===== config.mk =====
export PLATFORM = sky130hd
export DESIGN_NAME = lrast_seq_flat
export DESIGN_NICKNAME = d
export VERILOG_FILES = /design/src/rtl/core/lrast_pkg.sv /design/src/rtl/core/lrast_ifs.sv /design/src/rtl/core/lrast_seq.sv /design/src/flat_wrapper.sv
export SDC_FILE = /design/constraint.sdc
export NUM_CORES = 1
export LEC_CHECK = 0
export BUFFER_PORTS_ARGS = -buffer_cell sky130_fd_sc_hd__buf_2
export CAP_MARGIN = 20
export CORE_MARGIN = 1
export CORE_UTILIZATION = 35
export CTS_CLUSTER_DIAMETER = 200
export DETAILED_ROUTE_END_ITERATION = 8
export PLACE_DENSITY = 0.54
export SETUP_SLACK_MARGIN = 0.4
export SLEW_MARGIN = 20
export SYNTH_ARGS = -nofsm -noshare
export SYNTH_HDL_FRONTEND = slang
export SYNTH_SLANG_ARGS = --single-unit

===== constraint.sdc =====
create_clock -name clk -period 3.97 [get_ports clk]
set_clock_uncertainty 0.05 [all_clocks]
set_input_delay 0 -clock clk [delete_from_list [all_inputs] [get_ports clk]]
set_output_delay 0 -clock clk [all_outputs]
set_load 0.02 [all_outputs]

===== src/rtl/core/lrast_pkg.sv =====
// ----------------------------------------------------------------------------
// lrast_pkg
// Shared widths and constants of the range assign / range sum block.
// ----------------------------------------------------------------------------
package lrast_pkg;
	localparam int INDEX_BITS = 10;
	localparam int LEAF_BITS = 11;
	localparam int FIELD_VALUE_BITS = 32;
	localparam int SUM_BITS = 42;
	localparam logic REQ_ASSIGN = 1'b0;
	localparam logic REQ_QUERY = 1'b1;
endpackage


===== src/rtl/core/lrast_ifs.sv =====
// ----------------------------------------------------------------------------
// lrast interfaces
// Valid/ready channels for requests, results and the leaf count register.
// ----------------------------------------------------------------------------
interface lrast_req_if import lrast_pkg::*; ();
	logic valid;
	logic ready;
	logic req_type;
	logic [INDEX_BITS-1:0] range_left;
	logic [INDEX_BITS-1:0] range_right;
	logic [FIELD_VALUE_BITS-1:0] assign_value;
	modport source (output valid, req_type, range_left, range_right, assign_value,
		input ready);
	modport sink (input valid, req_type, range_left, range_right, assign_value,
		output ready);
endinterface

interface lrast_rsp_if import lrast_pkg::*; ();
	logic valid;
	logic ready;
	logic [SUM_BITS-1:0] range_sum;
	modport source (output valid, range_sum, input ready);
	modport sink (input valid, range_sum, output ready);
endinterface

interface lrast_cfg_if import lrast_pkg::*; ();
	logic valid;
	logic ready;
	logic [LEAF_BITS-1:0] leaf_count;
	modport source (output valid, leaf_count, input ready);
	modport sink (input valid, leaf_count, output ready);
endinterface


===== src/rtl/core/lrast_seq.sv =====
// ----------------------------------------------------------------------------
// lrast_seq
// Sequencer: sweeps the element store one index a cycle, writing on assign,
// summing through one shared adder on query, clearing after reset/config.
// ----------------------------------------------------------------------------
module lrast_seq import lrast_pkg::*; #(
	parameter int MAX_ELEMENTS = 1024,
	parameter int VALUE_BITS = 32
) (
	input  logic                            clk,
	input  logic                            arst_n,
	lrast_req_if.sink                       req,
	lrast_rsp_if.source                     rsp,
	lrast_cfg_if.sink                       cfg,
	output logic                            mem_we,
	output logic [$clog2(MAX_ELEMENTS)-1:0] mem_addr,
	output logic [VALUE_BITS-1:0]           mem_wdata,
	input  logic [VALUE_BITS-1:0]           mem_rdata
);
	localparam int AW = $clog2(MAX_ELEMENTS);
	localparam int CW = $clog2(MAX_ELEMENTS + 1);
	localparam int KW = (CW > LEAF_BITS) ? CW : LEAF_BITS;
	localparam int EW = (VALUE_BITS > SUM_BITS) ? VALUE_BITS : SUM_BITS;
	localparam logic [KW-1:0] MAX_K = KW'(MAX_ELEMENTS);

	typedef enum logic [2:0] {ST_CLEAR, ST_IDLE, ST_ASSIGN, ST_QUERY, ST_DRAIN, ST_DONE}
		state_t;

	state_t                state_q;
	logic [LEAF_BITS-1:0]  leaf_q;
	logic [KW-1:0]         ptr_q;
	logic [KW-1:0]         end_q;
	logic [VALUE_BITS-1:0] val_q;
	logic                  rd_pend_q;
	logic [SUM_BITS-1:0]   acc_q;
	logic                  out_valid_q;
	logic [SUM_BITS-1:0]   out_sum_q;

	logic [KW-1:0] lc, active, last, ql, qr, hi;
	logic          empty;
	logic [EW-1:0] sum_ext;
	logic          out_load;

	always_comb begin
		lc = KW'(leaf_q);
		if (lc == '0) begin
			active = KW'(1);
		end else if (lc > MAX_K) begin
			active = MAX_K;
		end else begin
			active = lc;
		end
		last = active - KW'(1);
		ql = KW'(req.range_left);
		qr = KW'(req.range_right);
		empty = (ql > qr) || (ql > last);
		hi = (qr > last) ? last : qr;
		sum_ext = EW'(acc_q) + EW'(mem_rdata);
		out_load = (state_q == ST_DONE) && (!out_valid_q || rsp.ready);
	end

	// hold off requests while a leaf_count write is offered
	assign req.ready = (state_q == ST_IDLE) && !cfg.valid;
	assign cfg.ready = (state_q == ST_IDLE) || (state_q == ST_CLEAR);
	assign rsp.valid = out_valid_q;
	assign rsp.range_sum = out_sum_q;
	assign mem_we = (state_q == ST_CLEAR) || (state_q == ST_ASSIGN);
	assign mem_addr = ptr_q[AW-1:0];
	assign mem_wdata = (state_q == ST_CLEAR) ? '0 : val_q;

	always_ff @(posedge clk or negedge arst_n) begin
		if (!arst_n) begin
			state_q <= ST_CLEAR;
			leaf_q <= LEAF_BITS'(1024);
			ptr_q <= '0;
			end_q <= '0;
			rd_pend_q <= 1'b0;
			acc_q <= '0;
			out_valid_q <= 1'b0;
			out_sum_q <= '0;
			val_q <= '0;
		end else begin
			rd_pend_q <= (state_q == ST_QUERY);
			if (rd_pend_q) begin
				acc_q <= sum_ext[SUM_BITS-1:0];
			end
			if (out_load) begin
				out_valid_q <= 1'b1;
				out_sum_q <= acc_q;
			end else if (rsp.ready) begin
				out_valid_q <= 1'b0;
			end
			case (state_q)
				ST_CLEAR: begin
					if (cfg.valid) begin
						leaf_q <= cfg.leaf_count;
						ptr_q <= '0;
					end else if (ptr_q == MAX_K - KW'(1)) begin
						state_q <= ST_IDLE;
					end else begin
						ptr_q <= ptr_q + KW'(1);
					end
				end
				ST_IDLE: begin
					if (cfg.valid) begin
						leaf_q <= cfg.leaf_count;
						ptr_q <= '0;
						state_q <= ST_CLEAR;
					end else if (req.valid) begin
						ptr_q <= ql;
						end_q <= hi;
						val_q <= VALUE_BITS'(req.assign_value);
						acc_q <= '0;
						if (req.req_type == REQ_QUERY) begin
							state_q <= empty ? ST_DONE : ST_QUERY;
						end else if (!empty) begin
							state_q <= ST_ASSIGN;
						end
					end
				end
				ST_ASSIGN: begin
					if (ptr_q == end_q) begin
						state_q <= ST_IDLE;
					end else begin
						ptr_q <= ptr_q + KW'(1);
					end
				end
				ST_QUERY: begin
					if (ptr_q == end_q) begin
						state_q <= ST_DRAIN;
					end else begin
						ptr_q <= ptr_q + KW'(1);
					end
				end
				ST_DRAIN: begin
					// last read data lands in the accumulator this cycle
					state_q <= ST_DONE;
				end
				ST_DONE: begin
					if (out_load) begin
						state_q <= ST_IDLE;
					end
				end
				default: state_q <= ST_IDLE;
			endcase
		end
	end
endmodule


===== src/flat_wrapper.sv =====
// flat-port wrapper written by rule: the top's interface ports become plain ports
module lrast_seq_flat import lrast_pkg::*;
#(
	parameter int MAX_ELEMENTS = 1024,
	parameter int VALUE_BITS = 32
)
  (clk, arst_n, mem_we, mem_addr, mem_wdata, mem_rdata, req_valid, req_req_type, req_range_left, req_range_right, req_assign_value, req_ready, rsp_valid, rsp_range_sum, rsp_ready, cfg_valid, cfg_leaf_count, cfg_ready);
  lrast_req_if req_i ();
  lrast_rsp_if rsp_i ();
  lrast_cfg_if cfg_i ();
  input  logic clk;
  input  logic arst_n;
  output logic mem_we;
  output logic [$clog2(MAX_ELEMENTS)-1:0] mem_addr;
  output logic [VALUE_BITS-1:0] mem_wdata;
  input  logic [VALUE_BITS-1:0] mem_rdata;
  input wire logic [$bits(req_i.valid)-1:0] req_valid;
  input wire logic [$bits(req_i.req_type)-1:0] req_req_type;
  input wire logic [$bits(req_i.range_left)-1:0] req_range_left;
  input wire logic [$bits(req_i.range_right)-1:0] req_range_right;
  input wire logic [$bits(req_i.assign_value)-1:0] req_assign_value;
  output wire logic [$bits(req_i.ready)-1:0] req_ready;
  output wire logic [$bits(rsp_i.valid)-1:0] rsp_valid;
  output wire logic [$bits(rsp_i.range_sum)-1:0] rsp_range_sum;
  input wire logic [$bits(rsp_i.ready)-1:0] rsp_ready;
  input wire logic [$bits(cfg_i.valid)-1:0] cfg_valid;
  input wire logic [$bits(cfg_i.leaf_count)-1:0] cfg_leaf_count;
  output wire logic [$bits(cfg_i.ready)-1:0] cfg_ready;
  assign req_i.valid = req_valid;
  assign req_i.req_type = req_req_type;
  assign req_i.range_left = req_range_left;
  assign req_i.range_right = req_range_right;
  assign req_i.assign_value = req_assign_value;
  assign req_ready = req_i.ready;
  assign rsp_valid = rsp_i.valid;
  assign rsp_range_sum = rsp_i.range_sum;
  assign rsp_i.ready = rsp_ready;
  assign cfg_i.valid = cfg_valid;
  assign cfg_i.leaf_count = cfg_leaf_count;
  assign cfg_ready = cfg_i.ready;
  lrast_seq #(.MAX_ELEMENTS(MAX_ELEMENTS), .VALUE_BITS(VALUE_BITS)) u_core (.clk(clk), .arst_n(arst_n), .req(req_i), .rsp(rsp_i), .cfg(cfg_i), .mem_we(mem_we), .mem_addr(mem_addr), .mem_wdata(mem_wdata), .mem_rdata(mem_rdata));
endmodule

* Yosys cells after proc, flatten, opt, wreduce, memory -nomap -nowiden
Index checks and enable logic that the tools add are counted.
** Storage, ports and cells
- Output and inout port bits :: 88
- Input port bits :: 101
- Register bits after elaboration :: 154
- Word-level logic and storage cells :: 78
** Cells by class
- Bitwise operators :: 1
- Mux-type cells :: 27
- Reductions and logical operators :: 18
- Equality and inequality tests :: 16
- $lt $le $gt $ge :: 4
- Add/subtract/negate cells :: 3
** Operator list (count)
- 42-bit two-way mux :: 4
- 11-bit two-way mux :: 8
- 42-bit by 32-bit adder with 42-bit output :: 1
- 11-bit one-hot mux with 3 select lines :: 1
- 32-bit two-way mux :: 1
- 3-bit two-way mux :: 10
- 10-bit by 11-bit > comparator with 1-bit output :: 2
- 3-bit one-hot mux with 6 select lines :: 1
- 11-bit by 1-bit adder with 11-bit output, second input constant :: 1
- 11-bit by 10-bit == test with 1-bit output, second input constant :: 1
- 11-bit == test :: 1
- 11-bit > comparator, second input constant :: 1
- 11-bit zero test :: 1
- 11-bit by 1-bit subtractor with 11-bit output, second input constant :: 1
- 10-bit > comparator :: 1
- 2-bit inequality test, second input constant :: 5
- 7-bit AND reduction :: 1
- 3-bit by 2-bit == test with 1-bit output, second input constant :: 2
- 3-bit == test, second input constant :: 2
- 3-bit inequality test, second input constant :: 2
- 1-bit logical OR :: 4
- 4-bit inequality test, second input constant :: 1
- 4-bit AND reduction :: 1
- 2-bit OR reduction :: 2
- other kinds (11) :: 14

* Logic depth before layout (Yosys ltp)
Gate-level depths: netlist of the first run.
- Depth in word-level cells :: 11
- Depth in mapped cells :: 19
- Depth with buffers taken out :: 17

* Worst setup path before layout of the first run
OpenSTA, ideal clock, no wires.
- Kind :: register to register
- Start point :: register u_core.leaf_q[3] (netlist: u_core.lc[3])
- End point :: register u_core.state_q[2]
- Setup slack :: 269 ps
- Stages on the path, launching flop included :: 17
- Library setup time :: 128 ps
- Required time :: 3792 ps
- Path buffers :: 1
- Clock period less this slack :: 3701 ps
- Arrival time :: 3523 ps
- Path through :: dfrtp_1 -> nor4_1 -> nand3b_1 -> nor2_1 -> o21ai_0 -> ha_1 -> buf_2 -> nand2_1 -> mux2i_1 -> a21o_1 -> ha_1 -> nand4_1 -> o32a_1 -> a2111oi_0 -> o21ai_0 -> a311oi_1 -> o21ai_0
** On the way
- Cells in the longest elaborated chain, start to end :: 11
- Elaborated cells on any way between the ends :: 14
- Those cells by class :: add/sub (1); order compare (2); eq/ne (1); mux (7); reduce/logical (3)
** Ends and longest elaborated chain
- start, declared :: line lrast_seq.sv:30 : logic [LEAF_BITS-1:0] leaf_q;
- start signal, assigned :: line lrast_seq.sv:96 : leaf_q <= cfg.leaf_count;
- start signal, assigned :: line lrast_seq.sv:106 : leaf_q <= cfg.leaf_count;
- 11-bit > comparator :: line lrast_seq.sv:48 : end else if (lc > MAX_K) begin
- 11-bit two-way mux :: line lrast_seq.sv:48
- 11-bit two-way mux * :: line lrast_seq.sv:46 : if (lc == '0) begin
- 11-bit by 1-bit subtractor with 11-bit output * :: line lrast_seq.sv:53 : last = active - KW'(1);
- 10-bit by 11-bit > comparator with 1-bit output * :: line lrast_seq.sv:56 : empty = (ql > qr) || (ql > last);
- 1-bit logical OR * :: line lrast_seq.sv:56
- 3-bit two-way mux :: line lrast_seq.sv:115 : state_q <= empty ? ST_DONE : ST_QUERY;
- 3-bit two-way mux :: line lrast_seq.sv:114 : if (req.req_type == REQ_QUERY) begin
- 3-bit two-way mux :: line lrast_seq.sv:109 : end else if (req.valid) begin
- 3-bit two-way mux :: line lrast_seq.sv:105 : if (cfg.valid) begin
- 3-bit one-hot mux with 6 select lines :: line lrast_seq.sv:93 : case (state_q)
- end signal, assigned :: line lrast_seq.sv:115
- end, declared :: line lrast_seq.sv:29 : state_t state_q;
Mark *: on every way between the ends. The rest lies on a longest branch, timed or not. The select of a mux whose other input is x is not followed.
A chain may end at the register's enable or synchronous reset.

* Worst setup path in the final report of the first run
- Start point :: register u_core.leaf_q[5] (netlist: u_core.lc[5])
- End point :: register u_core.end_q[3]
** On the way
- Cells in the longest elaborated chain, start to end :: 6
- Elaborated cells on any way between the ends :: 7
- Those cells by class :: add/sub (1); order compare (2); mux (3); reduce/logical (1)
** Ends and longest elaborated chain
- 11-bit > comparator :: line lrast_seq.sv:48
- 11-bit two-way mux :: line lrast_seq.sv:48
- 11-bit two-way mux * :: line lrast_seq.sv:46
- 11-bit by 1-bit subtractor with 11-bit output * :: line lrast_seq.sv:53
- 10-bit by 11-bit > comparator with 1-bit output :: line lrast_seq.sv:57 : hi = (qr > last) ? last : qr;
- 11-bit two-way mux * :: line lrast_seq.sv:57
- end signal, assigned :: line lrast_seq.sv:111 : end_q <= hi;
- end, declared :: line lrast_seq.sv:32 : logic [KW-1:0] end_q;
Mark *: on every way between the ends. The rest lies on a longest branch, timed or not.

==> out/metrics.cfg, run 1 <==
[floorplanning]
die_y_um=166
start_util=0.360
placementRows=59
core-area_um2=26300
dieArea_um2=27700
ios=189
die_w_um=166

[power_and_ir_drop]
p_leak_nw=5.81
power.density_nw_per_um2=766
vdd_ir_drop_max_mv=0.295

[clock_tree]
clk_pin_slew_ps=70
cts_root_buffer=clkbuf_16
cts_inserted_buffers=17
clk_path_buf_depth=2
cts_tree=yes
clock-sinks=154
htreeDepth=4
clk-insertion-delay-late_ps=420

[logic_synthesis]
synth_cell_types=63
yosysTopAreaCell=dfrtp_1
ys_ff_latch=154
ys_seq_area_frac=0.407
synth_warnings=0
synthArstFlopShare=1.00
syn_area_per_cell_um2=9.43
syn_inst=1003
synth_area_um2=9460
synth_edf_count=0
yosysTopAreaCellShare=0.405
synth_top_flop_cell=dfrtp_1
synth_area_leaders=dfrtp_1 (40%), ha_1 (7.9%), mux2_2 (7.1%)
syn_nets=1165

[critical_path]
startpoint_type=register
reg2reg_from=u_core.lc[5]
path_max_fanout=7
path_class=register to register
crit_end=u_core.end_q[3]
reg2regPathDepth=18
r2r-end=u_core.end_q[3]
cp-end-kind=register
arrival_ps=3670
cp.required_ps=4220
rrSetupSlack_ps=550
cp-startpoint=u_core.lc[5]

[final_layout]
final-seq-area_um2=3860
fillers=2548
final_common_cell=buf_2
area_growth_pct=27.9
antennaDiodeCount=0
drive_gt1_frac=0.264
multi_input_area_um2=5400
finalNetCount=1405
most-common-layout-cells=buf_2 (187), dfrtp_1 (150), nand2_1 (146)
utilization=0.461

[routing]
first_iter_violations=377
via_per_inst=5.08
drt_pass1_iterations=8
ant_nets=0
wl_um=25500
route.detailed.drc=12
wire_per_inst_um=16.0
dr_total_vias=8087

[global_route]
antenna_found_initial=0
globalRouteTotalUtil=0.187
grt_pass1_vias=8055
grt-ovfl-total=0
grt_max_degree=82
grt_pass1_wl_um=41900

[sta]
worst_slew_pin_slew_ps=981
slew_viol_final=0
holdWs_ps=15.3
max_slew_margin=0.346
fin_crit_sh=0.861
setup_violations=0
final.setup.worst_slack_ps=552
hold_viol_final=0
rsz0062_at_grt=yes
min_period_ps=3420
tns_ps=0
fmax_mhz=293

[run_status]
status=finished, violations left
violations=DRC

[placement]
port_buffers=188
place_hpwl_um=17800
place_ws_ps=42.8
gp_congestion=0.853

[job]
max_cap_viol_count=0

[worst_hold_path]
hp-class=primary input to register
holdPathStages=4

## Yosys cell counts (all sizes together) (5+ instances only)
cell,n
or3,6
o21ai,56
and2,9
a211oi,11
o21a,8
nand4,12
dfrtp,153
xnor2,33
a32o,6
o211ai,8
nor2b,45
ha,60
nand2b,7
a21o,16
a21oi,51
xor2,9
nor3b,6
mux2i,33
nor3,15
nand3,18
nand2,148
inv,25
nand3b,9
a31oi,8
mux2,60
clkbuf,34
buf,18
nor2,70
a22o,5
and3,10
## kinds of logic (layout without fill, tap and decap cells)
kind of cell,count (synthesis),in the layout,synth area share
and+or+nand+nor,372,372,0.189
AOI/OAI and AO/OA,204,205,0.140
DFF,154,154,0.407
muxes,93,93,0.106
buffers and inverters,77,329,0.0370
adders and majority gates,61,61,0.0814
xor gates and xnor gates,42,42,0.0389
## final cells by class
class	count	area share
Multi-Input combinational cell	773	0.446
Sequential cell	154	0.319
Timing Repair Buffer	272	0.144
Clock buffer	17	0.0351
Tap cell	335	0.0346
Clock inverter	15	0.0133
Inverter	25	0.00775
## worst max-delay path: stages, from the launching register on
cell and delay (ps):
dfrtp_2 420, nor4_4 310, nand3b_1 160, nor2_2 190, o21ai_4 90, ha_4 210
nand2_2 50, mux2i_1 60, a21o_1 250, ha_4 290, a21oi_2 40, nor2b_1 100
o21ai_1 80, o21ai_1 80, o211ai_1 90, buf_4 170, a21oi_4 260, mux2i_1 130
mux2_2 280
## layer usage
layer | up-vias | wire (µm) | global-route usage
met1 | 3873 | 12100 | 0.253
met4 | 0 | 342 | 0.0507
met5 | - | 0 | 0
li1 | 4034 | - | -
met2 | 162 | 12100 | 0.312
met3 | 18 | 874 | 0.0271
## registers in the layout (all words and copies together), names as in the netlist
register and flops:
u_core.state_q 3, u_core.rsp.range_sum 42, u_core.rsp.valid 1, u_core.end_q 11, u_core.acc_q 42, u_core.ptr_q 11, u_core.lc 11, u_core.rd_pend_q 1
u_core.val_q 32
## repair_timing
item                       in CTS  in global routing
gates cloned                    1                  0
hold endpoints to repair      136                  0
pin swaps                       5                 14
setup buffers                   2                  4
resized for setup               7                 14
setup endpoints to repair      11                 12
hold buffers                   63                  0
## through the flow
step	cells	power, W	area [µm²]
floorplan	1003	0.00613	9470
global route	1591	0.0100	12100
finish	1591	0.00927	12100
detailed placement	1489	0.00738	10700
CTS	1587	0.00918	12000
global placement	1489	0.00733	10700
## worst min path at each step
| stage | startpoint | endpoint | slack [ps] |
|---|---|---|---|
| after global placement | arst_n | u_core.rsp.range_sum[13] | 30 |
| after detailed placement | arst_n | u_core.rsp.range_sum[13] | 20 |
| after global routing | req_range_right[3] | u_core.end_q[3] | 20 |
| final | req_range_right[5] | u_core.end_q[5] | 20 |
| after CTS | req_range_right[5] | u_core.end_q[5] | 2 |
| after floorplan | arst_n | u_core.acc_q[0] | -350 |
## where the power goes
| group | total (W) | internal, W | leakage [nW] | switching (W) |
|---|---|---|---|---|
| registers | 0.00278 | 0.00220 | 1.95 | 0.000585 |
| clock network | 0.00165 | 0.000893 | 0.289 | 0.000762 |
| logic | 0.00483 | 0.00215 | 3.57 | 0.00269 |
| total | 0.00927 | 0.00524 | 5.81 | 0.00403 |
(Power assumes the default switching activity.)
==> run 2: changes to the inputs <==
SETUP_SLACK_MARGIN = 0.1   (was 0.4)
clock period = 2.8 ns   (was 3.97 ns; I/O delays follow)
==> out/metrics.cfg, run 2 (synthesis results as in run 1) <==
[clock_tree]
cts_tree=yes
cts_root_buffer=clkbuf_16
clk-insertion-delay-late_ps=430
clk_pin_slew_ps=70
htreeDepth=4
cts_inserted_buffers=17
clk_path_buf_depth=2
clock-sinks=154

[critical_path]
reg2regPathDepth=18
rrSetupSlack_ps=-520
arrival_ps=3580
path_max_fanout=5
cp-startpoint=u_core.lc[3]
path_class=register to register
r2r-end=u_core.end_q[5]
startpoint_type=register
cp-end-kind=register
reg2reg_from=u_core.lc[3]
cp.required_ps=3060
crit_end=u_core.end_q[5]

[global_route]
grt_pass1_wl_um=43500
grt_max_degree=59
grt_pass1_vias=8390
antenna_found_initial=2
globalRouteTotalUtil=0.195
grt-ovfl-total=0

[floorplanning]
dieArea_um2=27700
ios=189
die_y_um=166
core-area_um2=26300
die_w_um=166
placementRows=59
start_util=0.360

[final_layout]
finalNonFillerCells=1671
area_growth_pct=38.5
most-common-layout-cells=buf_2 (187), dfrtp_1 (152), nand2_1 (144)
finalNetCount=1483
final_common_cell=buf_2
drive_gt1_frac=0.340

[sta]
holdWs_ps=3.14
max_slew_margin=0.479
setup_violations=12
slew_viol_final=0
worst_slew_pin_slew_ps=779
fmax_mhz=301
rsz0062_at_grt=yes
fin_crit_sh=1.19
final.setup.worst_slack_ps=-520
min_period_ps=3320
hold_viol_final=0

[power_and_ir_drop]
power.density_nw_per_um2=1100
p_leak_nw=6.22
vdd_ir_drop_max_mv=0.493

[placement]
dp_cells=1563
place_hpwl_um=18800
port_buffers=188
gp_congestion=0.890

[run_status]
status=finished, violations left
violations=DRC, setup timing

[routing]
drt_pass1_iterations=6
first_iter_violations=536
wire_per_inst_um=16.1
via_per_inst=5.11
route.detailed.drc=11
dr_total_vias=8538
wl_um=26800
ant_nets=0

[job]
max_cap_viol_count=0

[worst_hold_path]
hp-class=primary input to register

run 2: cell count changes in the layout (fill, tap and decap cells not counted), sizes merged:
cell / delta
clkinvlp: +2
clkinv: -2
dlygate4sd3: +2
inv: -1
buf: +76
diode: +2
bufinv: +1
run 2: per-stage QoR:
step	total power, W	cell area, µm²	worst slack (ps)	util	TNS [ps]
finish	0.0144	13100	-520	0.499	-5520
global route	0.0155	13100	-748	0.499	-8390
CTS	0.0140	12700	-519	0.484	-5430
detailed placement	0.0112	11300	-803	0.430	-8780
global placement	0.0111	11300	-704	0.430	-7700
floorplan	0.00876	9500	-613	-	-6570
run 2: critical path, stage by stage, from the launching register on:
cell      delay, ps
dfrtp_1         400
nor4_4          320
nand3b_1        160
nor2_2          150
o21ai_2          90
ha_4            180
nand2_2          60
mux2i_1          60
a21o_1          180
ha_1            300
a21oi_1          60
nor2b_1         100
o21ai_1          70
o21ai_1          80
o211ai_1        100
buf_4           170
a21oi_4         270
mux2i_1         120
mux2_2          270
run 2: what timing repair did:
action                                 CTS  global route
cloned                                   1             0
gates resized for setup                 26            62
hold buffers                            64             1
endpoints found under the hold margin  129             1
setup endpoints to repair               29            30
pin swaps                               10            36
setup buffers                            3             5
run 2: cell type report:
type	count	area, µm²
clock buffer	17	425
tap	335	419
fill	2507	13200
sequential	154	3860
timing repair buffer	350	2350
antenna	2	5.00
multi-input combinational	773	5790
clock inverter	15	165
inverter	25	93.8
run 2: routing by layer:
layer / up-vias / wire (µm) / GRT usage
met5: - / 0 / 0
met4: 0 / 387 / 0.0483
met3: 27 / 1050 / 0.0364
met2: 177 / 12900 / 0.325
met1: 4131 / 12500 / 0.261
li1: 4203 / - / -
run 2: power breakdown:
part | leakage [nW] | switching [W] | total [W] | internal, W
clock | 0.283 | 0.00106 | 0.00239 | 0.00133
combinational | 3.99 | 0.00431 | 0.00819 | 0.00388
sequential | 1.95 | 0.000712 | 0.00383 | 0.00312
total | 6.22 | 0.00608 | 0.0144 | 0.00833
run 2: how the worst min path moves through the flow:
| stage | from | end | slack, ps | cells after the start |
|---|---|---|---|---|
| finish | mem_rdata[13] | u_core.acc_q[13] | 3 | 4 |
| global route | mem_rdata[24] | u_core.acc_q[24] | 10 | 4 |
| CTS | req_range_right[6] | u_core.end_q[6] | 7 | 4 |
| detailed placement | arst_n | u_core.rsp.range_sum[11] | -30 | 1 |
| global placement | arst_n | u_core.rsp.range_sum[11] | -30 | 1 |
| floorplan | arst_n | u_core.acc_q[0] | -350 | 0 |
